File: config.mk
export PLATFORM = sky130hd
export DESIGN_NAME = encoder_velocity_averager_unit
export DESIGN_NICKNAME = d
export VERILOG_FILES = /design/src/evu_pkg.sv /design/src/evu_front.sv /design/src/evu_cmd_fifo.sv /design/src/evu_back.sv /design/src/encoder_velocity_averager_unit.sv
export SDC_FILE = /design/constraint.sdc
export NUM_CORES = 1
export LEC_CHECK = 0
export ABC_AREA = 1
export BUFFER_PORTS_ARGS = -buffer_cell sky130_fd_sc_hd__buf_2
export CORE_MARGIN = 10
export CORE_UTILIZATION = 39
export DETAILED_ROUTE_END_ITERATION = 10
export PLACE_DENSITY = 0.66
export SLEW_MARGIN = 25
export SYNTH_ARGS = -nofsm -noshare
export SYNTH_HDL_FRONTEND = slang
export SYNTH_SLANG_ARGS = --single-unit
File: constraint.sdc
create_clock -name clk -period 4.3 [get_ports clk]
set_clock_uncertainty 0.2 [all_clocks]
set_input_delay 0 -clock clk [delete_from_list [all_inputs] [get_ports clk]]
set_output_delay 0 -clock clk [all_outputs]
set_load 0.02 [all_outputs]
File: src/evu_pkg.sv
// Shared types and constants for the encoder velocity averager.
// No dependencies; every other file in src refers to this package by scoped names.
`default_nettype none
package evu_pkg;

    localparam int ANGLE_BITS = 14;
    localparam int SUM_W      = 16;
    localparam int COUNT_W    = 15;
    localparam int STEP_W     = $clog2(SUM_W);

    localparam logic [COUNT_W-1:0] COUNT_MAX = {COUNT_W{1'b1}};
    localparam logic [SUM_W-1:0]   SUM_MAX   = {1'b0, {(SUM_W-1){1'b1}}};
    localparam logic [SUM_W-1:0]   SUM_MIN   = {1'b1, {(SUM_W-1){1'b0}}};

    localparam logic FUNC_SAMPLE = 1'b0;
    localparam logic FUNC_READ   = 1'b1;

    localparam logic [1:0] STATUS_OK    = 2'd0;
    localparam logic [1:0] STATUS_EMPTY = 2'd1;
    localparam logic [1:0] STATUS_SAT   = 2'd2;

    // Snapshot of the accumulators taken by a read item.
    typedef struct packed {
        logic [SUM_W-1:0]   sum;
        logic [COUNT_W-1:0] count;
        logic               sat;
    } cmd_t;

    typedef enum logic [1:0] {
        BK_IDLE,
        BK_DIV,
        BK_DONE
    } back_state_t;

endpackage
`default_nettype wire

File: src/evu_front.sv
// Front end: accepts items, accumulates angle samples, snapshots on reads.
// Depends on evu_pkg.
`default_nettype none
module evu_front (
    input  wire logic                          clk,
    input  wire logic                          rst_n,
    input  wire logic                          accept,
    input  wire logic                          func,
    input  wire logic [13:0]                   angle,
    output logic                               q_push,
    output evu_pkg::cmd_t                      q_data
);

    localparam int AB = evu_pkg::ANGLE_BITS;
    localparam int SW = evu_pkg::SUM_W;

    logic [AB-1:0]                 last_angle_reg, last_angle_next;
    logic [SW-1:0]                 tick_sum_reg, tick_sum_next;
    logic [evu_pkg::COUNT_W-1:0]   count_reg, count_next;
    logic                          sat_reg, sat_next;

    logic [AB-1:0] delta_u;
    logic [SW:0]   delta_ext;
    logic [SW:0]   sum_ext;

    assign delta_u   = angle[AB-1:0] - last_angle_reg;
    assign delta_ext = {{(SW+1-AB){delta_u[AB-1]}}, delta_u};
    assign sum_ext   = {tick_sum_reg[SW-1], tick_sum_reg} + delta_ext;

    assign q_push       = accept && (func == evu_pkg::FUNC_READ);
    assign q_data.sum   = tick_sum_reg;
    assign q_data.count = count_reg;
    assign q_data.sat   = sat_reg;

    always_comb
    begin
        last_angle_next = last_angle_reg;
        tick_sum_next   = tick_sum_reg;
        count_next      = count_reg;
        sat_next        = sat_reg;
        if (accept && (func == evu_pkg::FUNC_SAMPLE))
        begin
            last_angle_next = angle[AB-1:0];
            // clamp the sum when the extra sign bit disagrees
            if (sum_ext[SW] != sum_ext[SW-1])
            begin
                tick_sum_next = sum_ext[SW] ? evu_pkg::SUM_MIN : evu_pkg::SUM_MAX;
                sat_next      = 1'b1;
            end
            else
            begin
                tick_sum_next = sum_ext[SW-1:0];
            end
            if (count_reg == evu_pkg::COUNT_MAX)
            begin
                sat_next = 1'b1;
            end
            else
            begin
                count_next = count_reg + 1'b1;
            end
        end
        else if (q_push)
        begin
            // drop the accumulators once snapshotted; keep the last angle
            tick_sum_next = '0;
            count_next    = '0;
            sat_next      = 1'b0;
        end
    end

    always_ff @(posedge clk or negedge rst_n)
    begin
        if (!rst_n)
        begin
            last_angle_reg <= '0;
            tick_sum_reg   <= '0;
            count_reg      <= '0;
            sat_reg        <= 1'b0;
        end
        else
        begin
            last_angle_reg <= last_angle_next;
            tick_sum_reg   <= tick_sum_next;
            count_reg      <= count_next;
            sat_reg        <= sat_next;
        end
    end

endmodule
`default_nettype wire

File: src/evu_cmd_fifo.sv
// Two-entry queue of read snapshots between the front and back ends.
// Depends on evu_pkg.
`default_nettype none
module evu_cmd_fifo (
    input  wire logic          clk,
    input  wire logic          rst_n,
    input  wire logic          push,
    input  evu_pkg::cmd_t      wdata,
    output logic               full,
    input  wire logic          pop,
    output evu_pkg::cmd_t      rdata,
    output logic               empty
);

    evu_pkg::cmd_t mem [2];
    logic       wr_ptr_reg, wr_ptr_next;
    logic       rd_ptr_reg, rd_ptr_next;
    logic [1:0] fill_reg, fill_next;
    logic       do_push, do_pop;

    assign full    = (fill_reg == 2'd2);
    assign empty   = (fill_reg == 2'd0);
    assign do_push = push && !full;
    assign do_pop  = pop && !empty;
    assign rdata   = mem[rd_ptr_reg];

    always_comb
    begin
        wr_ptr_next = do_push ? ~wr_ptr_reg : wr_ptr_reg;
        rd_ptr_next = do_pop ? ~rd_ptr_reg : rd_ptr_reg;
        fill_next   = fill_reg;
        if (do_push && !do_pop)
        begin
            fill_next = fill_reg + 2'd1;
        end
        else if (do_pop && !do_push)
        begin
            fill_next = fill_reg - 2'd1;
        end
    end

    always_ff @(posedge clk)
    begin
        if (do_push)
        begin
            mem[wr_ptr_reg] <= wdata;
        end
    end

    always_ff @(posedge clk or negedge rst_n)
    begin
        if (!rst_n)
        begin
            wr_ptr_reg <= 1'b0;
            rd_ptr_reg <= 1'b0;
            fill_reg   <= 2'd0;
        end
        else
        begin
            wr_ptr_reg <= wr_ptr_next;
            rd_ptr_reg <= rd_ptr_next;
            fill_reg   <= fill_next;
        end
    end

endmodule
`default_nettype wire

File: src/evu_back.sv
// Back end: serial restoring divider and result output register.
// Depends on evu_pkg.
`default_nettype none
module evu_back (
    input  wire logic                          clk,
    input  wire logic                          rst_n,
    input  wire logic                          q_empty,
    input  evu_pkg::cmd_t                      q_data,
    output logic                               q_pop,
    output logic                               busy,
    output logic signed [15:0]                 speed,
    output logic [14:0]                        sample_count,
    output logic [1:0]                         status,
    output logic                               empty,
    input  wire logic                          pop
);

    localparam int SW = evu_pkg::SUM_W;
    localparam int CW = evu_pkg::COUNT_W;

    evu_pkg::back_state_t         state_reg, state_next;
    logic [evu_pkg::STEP_W-1:0]   step_reg, step_next;
    logic [SW-1:0]                rem_reg, rem_next;
    logic [SW-1:0]                quo_reg, quo_next;
    logic [CW-1:0]                div_reg, div_next;
    logic                         neg_reg, neg_next;
    logic                         sat_reg, sat_next;

    logic                         out_valid_reg, out_valid_next;
    logic [SW-1:0]                speed_reg, speed_next;
    logic [CW-1:0]                count_out_reg, count_out_next;
    logic [1:0]                   status_reg, status_next;

    logic [SW-1:0] rem_sh;
    logic [SW:0]   diff;
    logic [SW-1:0] quo_signed;
    logic          load_out;
    logic          pop_acc;

    assign rem_sh     = {rem_reg[SW-2:0], quo_reg[SW-1]};
    assign diff       = {1'b0, rem_sh} - {2'b00, div_reg};
    assign quo_signed = neg_reg ? (~quo_reg + 1'b1) : quo_reg;
    assign pop_acc    = pop && out_valid_reg;
    assign load_out   = (state_reg == evu_pkg::BK_DONE) && (!out_valid_reg || pop_acc);

    assign busy         = (state_reg != evu_pkg::BK_IDLE);
    assign empty        = !out_valid_reg;
    assign speed        = signed'(speed_reg);
    assign sample_count = count_out_reg;
    assign status       = status_reg;

    always_comb
    begin
        state_next     = state_reg;
        step_next      = step_reg;
        rem_next       = rem_reg;
        quo_next       = quo_reg;
        div_next       = div_reg;
        neg_next       = neg_reg;
        sat_next       = sat_reg;
        q_pop          = 1'b0;
        speed_next     = speed_reg;
        count_out_next = count_out_reg;
        status_next    = status_reg;
        out_valid_next = out_valid_reg;
        if (pop_acc)
        begin
            out_valid_next = 1'b0;
        end
        unique case (state_reg)
            evu_pkg::BK_IDLE:
            begin
                if (!q_empty)
                begin
                    q_pop      = 1'b1;
                    neg_next   = q_data.sum[SW-1];
                    quo_next   = q_data.sum[SW-1] ? (~q_data.sum + 1'b1) : q_data.sum;
                    rem_next   = '0;
                    div_next   = q_data.count;
                    sat_next   = q_data.sat;
                    step_next  = '0;
                    state_next = evu_pkg::BK_DIV;
                end
            end
            evu_pkg::BK_DIV:
            begin
                quo_next  = {quo_reg[SW-2:0], ~diff[SW]};
                rem_next  = diff[SW] ? rem_sh : diff[SW-1:0];
                step_next = step_reg + 1'b1;
                if (step_reg == evu_pkg::STEP_W'(SW - 1))
                begin
                    state_next = evu_pkg::BK_DONE;
                end
            end
            evu_pkg::BK_DONE:
            begin
                if (load_out)
                begin
                    out_valid_next = 1'b1;
                    count_out_next = div_reg;
                    if (div_reg == '0)
                    begin
                        speed_next  = '0;
                        status_next = evu_pkg::STATUS_EMPTY;
                    end
                    else
                    begin
                        speed_next  = quo_signed;
                        status_next = sat_reg ? evu_pkg::STATUS_SAT : evu_pkg::STATUS_OK;
                    end
                    state_next = evu_pkg::BK_IDLE;
                end
            end
            default:
            begin
                state_next = evu_pkg::BK_IDLE;
            end
        endcase
    end

    always_ff @(posedge clk or negedge rst_n)
    begin
        if (!rst_n)
        begin
            state_reg     <= evu_pkg::BK_IDLE;
            out_valid_reg <= 1'b0;
        end
        else
        begin
            state_reg     <= state_next;
            out_valid_reg <= out_valid_next;
        end
    end

    always_ff @(posedge clk)
    begin
        step_reg      <= step_next;
        rem_reg       <= rem_next;
        quo_reg       <= quo_next;
        div_reg       <= div_next;
        neg_reg       <= neg_next;
        sat_reg       <= sat_next;
        speed_reg     <= speed_next;
        count_out_reg <= count_out_next;
        status_reg    <= status_next;
    end

endmodule
`default_nettype wire

File: src/encoder_velocity_averager_unit.sv
// Top level of the encoder velocity averager: front end, snapshot queue, divider back end.
// Depends on evu_pkg, evu_front, evu_cmd_fifo and evu_back.
//
// Channel   Direction  Handshake          Fields
// input     in         push / full        func, angle
// result    out        pop / empty        speed, sample_count, status
//
// A sample item is absorbed into the sum and count and yields no result.
// A read item snapshots the sum and count into the queue; the back end then loads the
// snapshot, runs it through the serial restoring divider and retires the result to the
// output register, which holds it on the ports until it is popped.
// Up to two read snapshots queue ahead of the divider; full rises while both slots hold.
// Reset (rst_n low, asynchronous) clears the sum, count, angle and all queues.
`default_nettype none
module encoder_velocity_averager_unit (
    input  wire logic               clk,
    input  wire logic               rst_n,
    input  wire logic               push,
    output logic                    full,
    input  wire logic               func,
    input  wire logic [13:0]        angle,
    input  wire logic               pop,
    output logic                    empty,
    output logic signed [15:0]      speed,
    output logic [14:0]             sample_count,
    output logic [1:0]              status
);

    logic          accept;
    logic          q_push;
    logic          q_pop;
    logic          q_empty;
    logic          back_busy;
    evu_pkg::cmd_t q_wdata;
    evu_pkg::cmd_t q_rdata;

    // Hold off every item while the snapshot queue is full.
    assign accept = push && !full;

    evu_front u_front (
        .clk    (clk),
        .rst_n  (rst_n),
        .accept (accept),
        .func   (func),
        .angle  (angle),
        .q_push (q_push),
        .q_data (q_wdata)
    );

    evu_cmd_fifo u_fifo (
        .clk   (clk),
        .rst_n (rst_n),
        .push  (q_push),
        .wdata (q_wdata),
        .full  (full),
        .pop   (q_pop),
        .rdata (q_rdata),
        .empty (q_empty)
    );

    evu_back u_back (
        .clk          (clk),
        .rst_n        (rst_n),
        .q_empty      (q_empty),
        .q_data       (q_rdata),
        .q_pop        (q_pop),
        .busy         (back_busy),
        .speed        (speed),
        .sample_count (sample_count),
        .status       (status),
        .empty        (empty),
        .pop          (pop)
    );

`ifndef SYNTHESIS
    // An accepted read must land in the queue or in the divider.
    a_read_tracked: assert property (@(posedge clk) disable iff (!rst_n)
        (accept && func == evu_pkg::FUNC_READ) |=> (!q_empty || back_busy))
        else $error("read item lost between front and back end");

    // A read with no samples reports zero speed.
    a_empty_zero: assert property (@(posedge clk) disable iff (!rst_n)
        (!empty && status == evu_pkg::STATUS_EMPTY) |-> (speed == 16'sd0 && sample_count == '0))
        else $error("empty read with nonzero payload");

    // A zero count always carries the empty status.
    a_zero_count: assert property (@(posedge clk) disable iff (!rst_n)
        (!empty && sample_count == '0) |-> (status == evu_pkg::STATUS_EMPTY))
        else $error("zero count without empty status");

    // The back end never pops the queue while dividing.
    a_pop_idle: assert property (@(posedge clk) disable iff (!rst_n)
        q_pop |-> (!back_busy && !q_empty))
        else $error("snapshot popped while back end busy");
`endif

endmodule
`default_nettype wire

After elaboration in Yosys (flattened, before gate mapping)
Memory sizes are Yosys's and may differ from the RTL's.
Cells that the tools add are included.
{"block": "totals", "reg_bits": 138, "mem_bits_rw": 64, "output_inout_bits": 35, "memories": 1}
{"memory": "u_fifo.mem", "depth": 2, "word_bits": 32, "read_ports": 1, "rd_ports_with_merged_regs": 0, "write_ports": 1, "line_no": "evu_cmd_fifo.sv:15", "rtl": "evu_pkg::cmd_t mem [2];"}
{"block": "op_classes", "addsub": 9, "n_eq_ne": 11, "mux": 34, "bitwise_logic": 7, "n_reduce_logical": 27}
{"cell": "16-bit two-way mux", "count": 7}
{"cell": "15-bit two-way mux", "count": 5}
{"cell": "16-bit by 1-bit adder with 16-bit output (second input constant)", "count": 2}
{"cell": "16-bit inverter", "count": 2}
{"cell": "16-bit one-hot mux with 2 select lines", "count": 1}
{"cell": "15-bit one-hot mux with 2 select lines", "count": 1}
{"cell": "16-bit by 14-bit adder with 17-bit output", "count": 1}
{"cell": "16-bit by 15-bit subtractor with 17-bit output", "count": 1}
{"cell": "15-bit by 1-bit adder with 15-bit output (second input constant)", "count": 1}
{"cell": "15-bit equality test (second input constant)", "count": 1}
{"cell": "15-bit logical NOT", "count": 1}
{"cell": "14-bit subtractor", "count": 1}
{"cell": "2-bit two-way mux", "count": 6}
{"cell": "1-bit two-way mux", "count": 11}
{"cell": "2-bit AND reduction", "count": 5}
{"cell": "1-bit logical AND", "count": 9}
{"cell": "4-bit one-hot mux with 2 select lines", "count": 1}
{"cell": "2-bit one-hot mux with 3 select lines", "count": 1}
{"cell": "2-bit nonzero test", "count": 3}
{"cell": "1-bit logical NOT", "count": 5}
{"cell": "1-bit inverter", "count": 5}
{"cell": "4-bit by 1-bit adder with 4-bit output (second input constant)", "count": 1}
{"cell": "2-bit equality test (second input constant)", "count": 2}
{"cell": "4-bit equality test (second input constant)", "count": 1}
{"cell": "other kinds (11)", "count": 14}

Logic depth before layout (Yosys ltp)
Gate-level depths: netlist of run 1.
{"block": "depth", "word_depth": 9, "ltp_mapped": 26}

Hierarchy
Synthesis of run 1 repeated with hierarchy kept, for this count alone.
{"block": "unflattened", "hier_cells": 1293, "area_unflattened_um2": 11220.8}
{"module": "evu_back", "n_inst": 1, "cells_each": 600, "area_per_inst_um2": 5044.8, "seq_area_each_um2": 2627.5}
{"module": "evu_front", "n_inst": 1, "cells_each": 492, "area_per_inst_um2": 3607.2, "seq_area_each_um2": 1151.1}
{"module": "evu_cmd_fifo", "n_inst": 1, "cells_each": 199, "area_per_inst_um2": 2558.7, "seq_area_each_um2": 2021.9}
{"module": "encoder_velocity_averager_unit", "n_inst": 1, "cells_each": 2, "area_per_inst_um2": 10.0, "seq_area_each_um2": 0.0}

Worst setup path before layout of run 1
OpenSTA, ideal clock, no wires.
{"block": "synth_path", "kind": "reg-to-reg", "startpoint": "register u_front.last_angle_reg[0]", "endpoint": "register u_front.tick_sum_reg[12]", "setup_ns": 0.066, "arrival_time_ns": 3.391, "required_time_ns": 4.034, "path_slack_ns": 0.643, "stages_incl_launch_ff": 22, "path_buffers": 1, "period_less_slack_ns": 3.657, "cell_sequence": "dfrtp_1 -> ha_1 -> fa_1 -> o21ai_0 -> a21oi_1 -> o21ai_0 -> a21oi_1 -> inv_1 -> nand2_1 -> nand2_1 -> inv_1 -> ha_1 -> a21oi_1 -> nand2_1 -> a21oi_1 -> nand2_1 -> nand2_1 -> nand2_2 -> a21oi_4 -> buf_4 -> nand2_1 -> nand2_1"}
{"block": "synth_via", "elab_chain_cells": 5, "word_cells_on_any_way": 6, "cone_classes": "add/sub: 2; eq/ne: 1; mux: 3"}
{"item": "from (decl)", "line_no": "evu_front.sv:17", "rtl": "logic [AB-1:0] last_angle_reg, last_angle_next;"}
{"item": "from (signal assigned)", "line_no": "evu_front.sv:83", "rtl": "last_angle_reg <= last_angle_next;"}
{"item": "14-bit subtractor *", "line_no": "evu_front.sv:26", "rtl": "assign delta_u = angle[AB-1:0] - last_angle_reg;"}
{"item": "16-bit by 14-bit adder with 17-bit output *", "line_no": "evu_front.sv:28", "rtl": "assign sum_ext = {tick_sum_reg[SW-1], tick_sum_reg} + delta_ext;"}
{"item": "16-bit two-way mux or 1-bit != test (tied branches)", "line_no": "evu_front.sv:47, evu_front.sv:45"}
{"item": "16-bit two-way mux *", "line_no": "evu_front.sv:45", "rtl": "if (sum_ext[SW] != sum_ext[SW-1])"}
{"item": "16-bit two-way mux *", "line_no": "evu_front.sv:41", "rtl": "if (accept && (func == evu_pkg::FUNC_SAMPLE))"}
{"item": "to (signal assigned)", "line_no": "evu_front.sv:84", "rtl": "tick_sum_reg <= tick_sum_next;"}
{"item": "to (decl)", "line_no": "evu_front.sv:18", "rtl": "logic [SW-1:0] tick_sum_reg, tick_sum_next;"}
Every way passes the cells marked *; elsewhere a longest branch is shown, timed or not.
A chain may end at the register's enable or synchronous reset.

Worst setup path after layout of run 1
{"block": "layout_path", "startpoint": "register u_front.last_angle_reg[0]", "endpoint": "register u_front.tick_sum_reg[7]"}
The elaborated chain is that of the path after synthesis.

==> Flow_metrics.wiki, run 1 <==
{| class="wikitable"
! Metric !! Value
|-
| Run status || finished, final reports clean
|-
| Post-route antenna net violation count || 0
|-
| Global-route wire length before repair || 37,800 um
|-
| Sequential share of the synthesized area || 0.534
|-
| Multiplexer share of the synthesized area || 0
|-
| Detailed Route WL || 22,100 um
|-
| Average footprint of a synthesized cell || 9.13 um^2
|-
| DRC violation count after routing || 0
|-
| Starting Density || 0.393
|-
| Hold violation total from the final report || 0
|-
| Synthesized netlist cell count || 1,189
|-
| Worst R2R End || u_front.tick_sum_reg[7]$_DFFE_PN0P_
|-
| Unrepaired setup endpoints after global routing || false
|-
| Vias in the first global route || 7,900
|-
| End of the worst hold path || u_back.out_valid_reg$_DFF_PN0_
|-
| CTS tree || yes
|-
| Leakage power || 5.63 nW
|-
| Worst vdd ir || 0.454 mV
|-
| Type of the setup path with the least slack || reg -> reg
|-
| Largest buffer count on any clock path || 3
|-
| Commonest register cell after synthesis || sky130_fd_sc_hd__edfxtp_1
|-
| Number of DRC markers in iteration 0 || 457
|-
| Final cycle utilization of the critical path || 0.908
|-
| Most common library cells after synthesis || sky130_fd_sc_hd__nand2_1 (339), sky130_fd_sc_hd__edfxtp_1 (149), sky130_fd_sc_hd__inv_1 (140), sky130_fd_sc_hd__nor2_1 (76), sky130_fd_sc_hd__o21ai_0 (73)
|-
| Die X-Extent || 187 um
|-
| Number of clock buffers inserted by TritonCTS || 22
|-
| Register with the highest flop count || u_fifo.mem
|-
| Std cell rows || 61
|-
| Fraction of post-synthesis cell area in the top cell type by area || 0.412
|-
| Actual slew at the worst max-slew pin || 908 ps
|-
| Number of enable flip-flop cells after synthesis || 149
|-
| Endpoint type of the worst setup path || flop
|-
| Accumulated negative setup slack || 0 ps
|-
| Compound-cell area share of the yosys netlist || 0.0892
|-
| Hold wc startpoint || pop
|-
| Final weighted congestion of routability-driven global placement || 0.883
|-
| Layout cell share with drive strength beyond 1 || 0.0976
|-
| Worst path setup slack after routing || 396 ps
|-
| HPWL after detailed placement || 15,700 um
|-
| Worst Setup Start Kind || flop
|-
| Count of port buffers added during placement || 53
|-
| Mean routed wirelength per cell || 13.1 um
|-
| Most used standard cell by instance count after synthesis || sky130_fd_sc_hd__nand2_1
|-
| Setup slack on the worst flop-to-flop path || 400 ps
|-
| Synth Net Count || 1,261
|-
| Top area cells in the synthesized netlist || sky130_fd_sc_hd__edfxtp_1 (41%), sky130_fd_sc_hd__dfrtp_1 (12%), sky130_fd_sc_hd__nand2_1 (12%), sky130_fd_sc_hd__ha_1 (5.8%), sky130_fd_sc_hd__inv_1 (4.8%)
|-
| # nets final || 1,368
|-
| Min cycle time layout || 3900 ps
|-
| Number of H-tree branching levels || 1
|-
| Number of vias after detailed routing || 8,007
|-
| Max transition margin || 0.395
|-
| Maximum fanout along the worst path || 14
|-
| Number of slew-limit violations in the final report || 0
|-
| Number of ports placed on the die boundary || 54
|-
| Reg-to-Reg Start || u_front.last_angle_reg[0]$_DFFE_PN0P_
|-
| Number of antenna violations at the first check in global routing || 1
|-
| Sequential cell area || 0.00580 mm^2
|-
| Skew-Pair Late Insertion Delay || 510 ps
|-
| Die area || 0.0349 mm^2
|-
| Clock slew at the register clock pins of the worst setup and hold paths || 60 ps
|-
| Fmax || 256 MHz
|-
| Remaining Overflow, GRT || 0
|-
| Adder-cell share of the synthesized area || 0.0632
|-
| Number of fill cells || 2,655
|-
| Post-synthesis xor/xnor area fraction || 0.0403
|-
| Share of synthesized cell area in and, or, nand and nor gates || 0.210
|-
| Post-synthesis async set-or-reset flop share || 0.262
|-
| Core area || 0.0276 mm^2
|-
| Number of flip-flops in the largest register || 64
|-
| Total global routing track utilization || 0.126
|-
| Die H || 187 um
|-
| Library cell used as clock root buffer || sky130_fd_sc_hd__clkbuf_16
|-
| Reported max-cap violation count || 0
|-
| Kind of path behind the tightest hold check || in -> reg
|-
| Req. time, crit path || 4490 ps
|-
| Final-report setup violation count || 0
|-
| Netlist Area Pre-Place || 0.0109 mm^2
|-
| Main combinational cell family by area after synthesis || simple AND/OR/NAND/NOR gates
|-
| Biggest area consumer among synthesized cells || sky130_fd_sc_hd__edfxtp_1
|-
| Via/cell ratio || 4.74
|-
| Worst hold slack || 73.6 ps
|-
| Maximum number of pins on one net before global-route repair || 54
|-
| Synth Warn # || 0
|-
| Depth of the worst register-to-register path || 21
|-
| Combined area of the multi-input logic cells || 0.00438 mm^2
|-
| Crit path DAT || 4100 ps
|-
| DRT Pass-1 Iters || 6
|-
| Synthesis-to-finish area growth || 17.2%
|-
| Flip-flop and latch count after synthesis || 202
|-
| Pre-CTS setup slack || 269 ps
|-
| Distinct cells, synth || 48
|-
| Clock tree sinks || 202
|-
| Cell depth of the worst min-delay path || 3
|-
| Cell area power density || 801 mW/mm^2
|}
[critical path: stages (launching register included)]
cell                      delay, ps
sky130_fd_sc_hd__dfrtp_1        390
sky130_fd_sc_hd__ha_1           210
sky130_fd_sc_hd__fa_1           410
sky130_fd_sc_hd__o21ai_0        250
sky130_fd_sc_hd__a21oi_1        140
sky130_fd_sc_hd__o21ai_1        220
sky130_fd_sc_hd__a21oi_1        110
sky130_fd_sc_hd__inv_1           60
sky130_fd_sc_hd__nand2_1         40
sky130_fd_sc_hd__nand2_1         60
sky130_fd_sc_hd__inv_1           40
sky130_fd_sc_hd__ha_1           320
sky130_fd_sc_hd__a21oi_1        230
sky130_fd_sc_hd__nand2_1        120
sky130_fd_sc_hd__a21oi_1        220
sky130_fd_sc_hd__nand2_1        110
sky130_fd_sc_hd__nand2_1         80
sky130_fd_sc_hd__nand2_2         80
sky130_fd_sc_hd__nand2_2        220
sky130_fd_sc_hd__nand3_1        130
sky130_fd_sc_hd__nand2_1         90
sky130_fd_sc_hd__nand2_1         50
[final cells by class]
| type | count | share of cell area |
|---|---|---|
| Antenna cell | 1 | 0.000197 |
| Clock buffer | 28 | 0.0450 |
| Clock inverter | 12 | 0.0118 |
| Inverter | 145 | 0.0428 |
| Multi-Input combinational cell | 817 | 0.344 |
| Sequential cell | 202 | 0.456 |
| Tap cell | 378 | 0.0372 |
| Timing Repair Buffer | 108 | 0.0629 |
[how the worst max path moves through the flow]
stage | end | cells past startpoint | from | slack (ps)
global placement | u_front.tick_sum_reg[0]$_DFFE_PN0P_ | 20 | u_front.last_angle_reg[0]$_DFFE_PN0P_ | 400
finish | u_front.tick_sum_reg[7]$_DFFE_PN0P_ | 21 | u_front.last_angle_reg[0]$_DFFE_PN0P_ | 400
detailed placement | u_front.tick_sum_reg[0]$_DFFE_PN0P_ | 20 | u_front.last_angle_reg[0]$_DFFE_PN0P_ | 270
CTS | u_front.tick_sum_reg[0]$_DFFE_PN0P_ | 20 | u_front.last_angle_reg[0]$_DFFE_PN0P_ | 250
floorplan | u_front.tick_sum_reg[12]$_DFFE_PN0P_ | 21 | u_front.last_angle_reg[0]$_DFFE_PN0P_ | 640
global route | u_front.tick_sum_reg[12]$_DFFE_PN0P_ | 21 | u_front.last_angle_reg[0]$_DFFE_PN0P_ | 50
[through the flow]
stage / cells / instance area (um^2) / util / power (mW)
3_3_place_gp: 1605 / 11500 / 0.418 / 8.07
6_report: 1691 / 12700 / 0.461 / 10.2
2_1_floorplan: 1189 / 10900 / - / 7.20
5_1_grt: 1691 / 12700 / 0.461 / 11.2
3_5_place_dp: 1605 / 11500 / 0.418 / 8.20
4_1_cts: 1689 / 12700 / 0.460 / 10.2
[logic make-up after synthesis]
| logic type | after synthesis |
|---|---|
| fa+ha+maj | 53 |
| flops | 202 |
| xor+xnor | 50 |
| buf+inv | 170 |
| compound gates | 173 |
| simple gates | 541 |
[timing repair]
action / CTS / global route
endpoints found under the setup margin: 0 / 16
gates resized for setup: 0 / 1
hold buffers: 44 / 0
endpoints found under the hold margin: 108 / 0
setup buffers: 0 / 1
[per-layer routing]
metal / up-vias / GRT usage / share of wire
met5: - / 0 / 0
met4: 0 / 0.0382 / 0.024
met3: 35 / 0.0239 / 0.039
met2: 114 / 0.205 / 0.45
met1: 3673 / 0.167 / 0.49
li1: 4185 / - / -
[where the power goes]
| part | total (mW) | internal (mW) | switching (mW) | leakage [nW] |
|---|---|---|---|---|
| logic | 5.09 | 1.89 | 3.20 | 3.18 |
| clock network | 1.89 | 1.13 | 0.759 | 0.342 |
| registers | 3.22 | 2.86 | 0.351 | 2.11 |
[cells in the final DEF, fill, tap and decap left out, drive strengths merged, types with 4 or more instances in the layout]
cell | netlist | final
xnor2 | 21 | 21
nand3b | 6 | 6
o21ai | 86 | 86
a21oi | 66 | 66
nor3 | 17 | 17
ha | 50 | 50
edfxtp | 149 | 149
o21bai | 4 | 4
nor4 | 4 | 4
nor2 | 81 | 81
nand4 | 12 | 12
nand2 | 348 | 348
dlygate4sd3 | 0 | 44
nand3 | 61 | 61
buf | 15 | 64
dfrtp | 53 | 53
clkinv | 2 | 9
a21o | 4 | 4
o22ai | 4 | 4
inv | 143 | 143
clkbuf | 10 | 28
or2 | 8 | 8
xor2 | 29 | 29
(Power assumes the default switching activity.)
==> inputs of run 2 (changes only) <==
clock period = 5 ns   (was 4.3 ns; I/O delays follow)
==> run 2 against run 1 <==
Against the previous run:
- total power down 15%
- routed wire length down 3.0%
- cell count down 0.12%
- cell area down 0.46%
- largest cell class unchanged
- sequential cell count unchanged
- worst setup slack better by 480 ps
- worst hold slack better by 20 ps
- die area unchanged
- sequential share of layout area up 0.21 points
- clock power down 18%
==> Flow_metrics.wiki, run 2 (synthesis gave the netlist of run 1 again) <==
{| class="wikitable"
! Metric !! Value
|-
| Cell area power density || 682 mW/mm^2
|-
| Share of power burned in combinational logic || 0.500
|-
| Mean routed wirelength per cell || 12.7 um
|-
| Most common library cell in the layout ignoring fill and taps || sky130_fd_sc_hd__nand2_1
|-
| Total power || 8.64 mW
|-
| Starting Density || 0.393
|-
| Number of gates resized after CTS || 0
|-
| Remaining Overflow, GRT || 0
|-
| Final cycle utilization of the critical path || 0.825
|-
| CTS tree || yes
|-
| Reported max-cap violation count || 0
|-
| Worst Setup Start Kind || flop
|-
| Number of slew-limit violations in the final report || 0
|-
| Req. time, crit path || 5230 ps
|-
| Number of vias after detailed routing || 7,901
|-
| Clock tree sinks || 202
|-
| Number of flip-flops in the largest register || 64
|-
| Crit path DAT || 4360 ps
|-
| Layout cell share with drive strength beyond 1 || 0.0962
|-
| Endpoint type of the worst setup path || flop
|-
| Via/cell ratio || 4.68
|-
| Detailed Route WL || 21,400 um
|-
| Sw Share || 0.423
|-
| Post-route antenna net violation count || 0
|-
| Synthesis-to-finish area growth || 16.7%
|-
| Final weighted congestion of routability-driven global placement || 0.876
|-
| Combined area of the multi-input logic cells || 0.00438 mm^2
|-
| Clock slew at the register clock pins of the worst setup and hold paths || 60 ps
|-
| Number of clock buffers inserted by TritonCTS || 22
|-
| Sequential cell area || 0.00580 mm^2
|-
| Library cell used as clock root buffer || sky130_fd_sc_hd__clkbuf_16
|-
| Number of DRC markers in iteration 0 || 384
|-
| Max transition margin || 0.410
|-
| Std cell rows || 61
|-
| Vias in the first global route || 7,617
|-
| Maximum number of pins on one net before global-route repair || 54
|-
| Skew-Pair Late Insertion Delay || 510 ps
|-
| Global-route wire length before repair || 36,900 um
|-
| Core area || 0.0276 mm^2
|-
| Number of ports placed on the die boundary || 54
|-
| Actual slew at the worst max-slew pin || 883 ps
|-
| Final-report setup violation count || 0
|-
| HPWL after detailed placement || 15,500 um
|-
| Die X-Extent || 187 um
|-
| Die area || 0.0349 mm^2
|-
| Number of H-tree branching levels || 1
|-
| Total global routing track utilization || 0.122
|-
| Cell Int Power || 4.99 mW
|-
| DRT Pass-1 Iters || 6
|-
| Share of total power in the clock network || 0.179
|-
| Register with the highest flop count || u_fifo.mem
|-
| Accumulated negative setup slack || 0 ps
|-
| Reg power frac || 0.320
|-
| Type of the setup path with the least slack || reg -> reg
|-
| Die H || 187 um
|-
| Leading cell types in the layout, fill and taps excluded || sky130_fd_sc_hd__nand2_1 (339), sky130_fd_sc_hd__edfxtp_1 (149), sky130_fd_sc_hd__inv_1 (140)
|-
| Count of port buffers added during placement || 53
|-
| Leakage power || 5.61 nW
|-
| Maximum fanout along the worst path || 15
|-
| Hold violation total from the final report || 0
|-
| DRC violation count after routing || 0
|-
| Min cycle time layout || 4130 ps
|-
| # nets final || 1,366
|-
| Kind of path behind the tightest hold check || in -> reg
|-
| NetSw || 3.66 mW
|-
| Run status || finished, final reports clean
|-
| Number of fill cells || 2,632
|-
| Fmax || 242 MHz
|-
| Unrepaired setup endpoints after global routing || false
|-
| Number of antenna violations at the first check in global routing || 1
|-
| Largest buffer count on any clock path || 3
|-
| Worst vdd ir || 0.363 mV
|}
==> run 2: power groups by stage <==
stage	clock [mW]	sequential (mW)	combinational, mW
2_1_floorplan	0	2.69	3.50
3_3_place_gp	0	2.78	4.17
3_5_place_dp	0	2.79	4.23
4_1_cts	1.59	2.77	4.33
5_1_grt	1.66	2.82	5.04
6_report	1.55	2.77	4.33
==> run 2: what timing repair did <==
action / in CTS / in global routing
hold buffers: 44 / 0
setup endpoints to repair: 0 / 0
endpoints found under the hold margin: 98 / 0
buffers inserted: 0 / 0
==> run 2: area by class of cell <==
type | instances | share of cell area
flip-flops and latches | 202 | 0.458
well taps | 378 | 0.0373
multi-input cells | 817 | 0.346
clock buffers | 30 | 0.0458
clock inverters | 10 | 0.00879
diodes | 1 | 0.000198
repair buffers | 106 | 0.0611
inverters | 145 | 0.0430
==> run 2: path summary, 6_finish.rpt <==
path | to | startpoint | cells after the start | slack [ps]
worst max register to register | u_front.tick_sum_reg[0]$_DFFE_PN0P_ | u_front.last_angle_reg[0]$_DFFE_PN0P_ | 20 | 870
worst max-delay path | u_front.tick_sum_reg[0]$_DFFE_PN0P_ | u_front.last_angle_reg[0]$_DFFE_PN0P_ | 20 | 870
worst min-delay path | u_back.out_valid_reg$_DFF_PN0_ | pop | 3 | 90
min in group asynchronous | u_front.last_angle_reg[4]$_DFFE_PN0P_ | rst_n | 4 | 520
max in group asynchronous | u_front.count_reg[8]$_DFFE_PN0P_ | rst_n | 4 | 3590
worst min register to register | u_back.sample_count[6]$_DFFE_PP_ | u_back.div_reg[6]$_DFFE_PP_ | 0 | 250
==> run 2: routing by layer <==
layer | global-route usage | up-vias | routed length [um]
met5 | 0 | - | 0
met4 | 0.0282 | 0 | 397
met3 | 0.0233 | 29 | 900
met2 | 0.197 | 116 | 9560
met1 | 0.167 | 3584 | 10600
li1 | - | 4172 | -
==> run 2: worst max-delay path, stage by stage, from the launching register on <==
cell	delay (ps)
sky130_fd_sc_hd__dfrtp_1	390
sky130_fd_sc_hd__ha_1	210
sky130_fd_sc_hd__fa_1	400
sky130_fd_sc_hd__o21ai_0	340
sky130_fd_sc_hd__a21oi_1	150
sky130_fd_sc_hd__o21ai_0	300
sky130_fd_sc_hd__a21oi_1	140
sky130_fd_sc_hd__inv_1	70
sky130_fd_sc_hd__nand2_1	50
sky130_fd_sc_hd__nand2_1	60
sky130_fd_sc_hd__inv_1	40
sky130_fd_sc_hd__ha_1	320
sky130_fd_sc_hd__a21oi_1	210
sky130_fd_sc_hd__nand2_1	110
sky130_fd_sc_hd__a21oi_1	230
sky130_fd_sc_hd__nand2_1	110
sky130_fd_sc_hd__nand2_1	90
sky130_fd_sc_hd__nand2_2	90
sky130_fd_sc_hd__a21oi_4	350
sky130_fd_sc_hd__o21ai_0	150
sky130_fd_sc_hd__nand2_1	80
==> run 2: per-stage QoR <==
stage	worst slack [ps]	cell area [um^2]	instances	utilization	hold WS, ps
finish	874	12700	1689	0.458	93.2
global route	347	12700	1689	0.458	110
CTS	881	12700	1688	0.458	66.1
detailed placement	912	11500	1604	0.417	-6.51
global placement	962	11500	1604	0.417	-26.0
floorplan	1340	10900	1189	-	-496
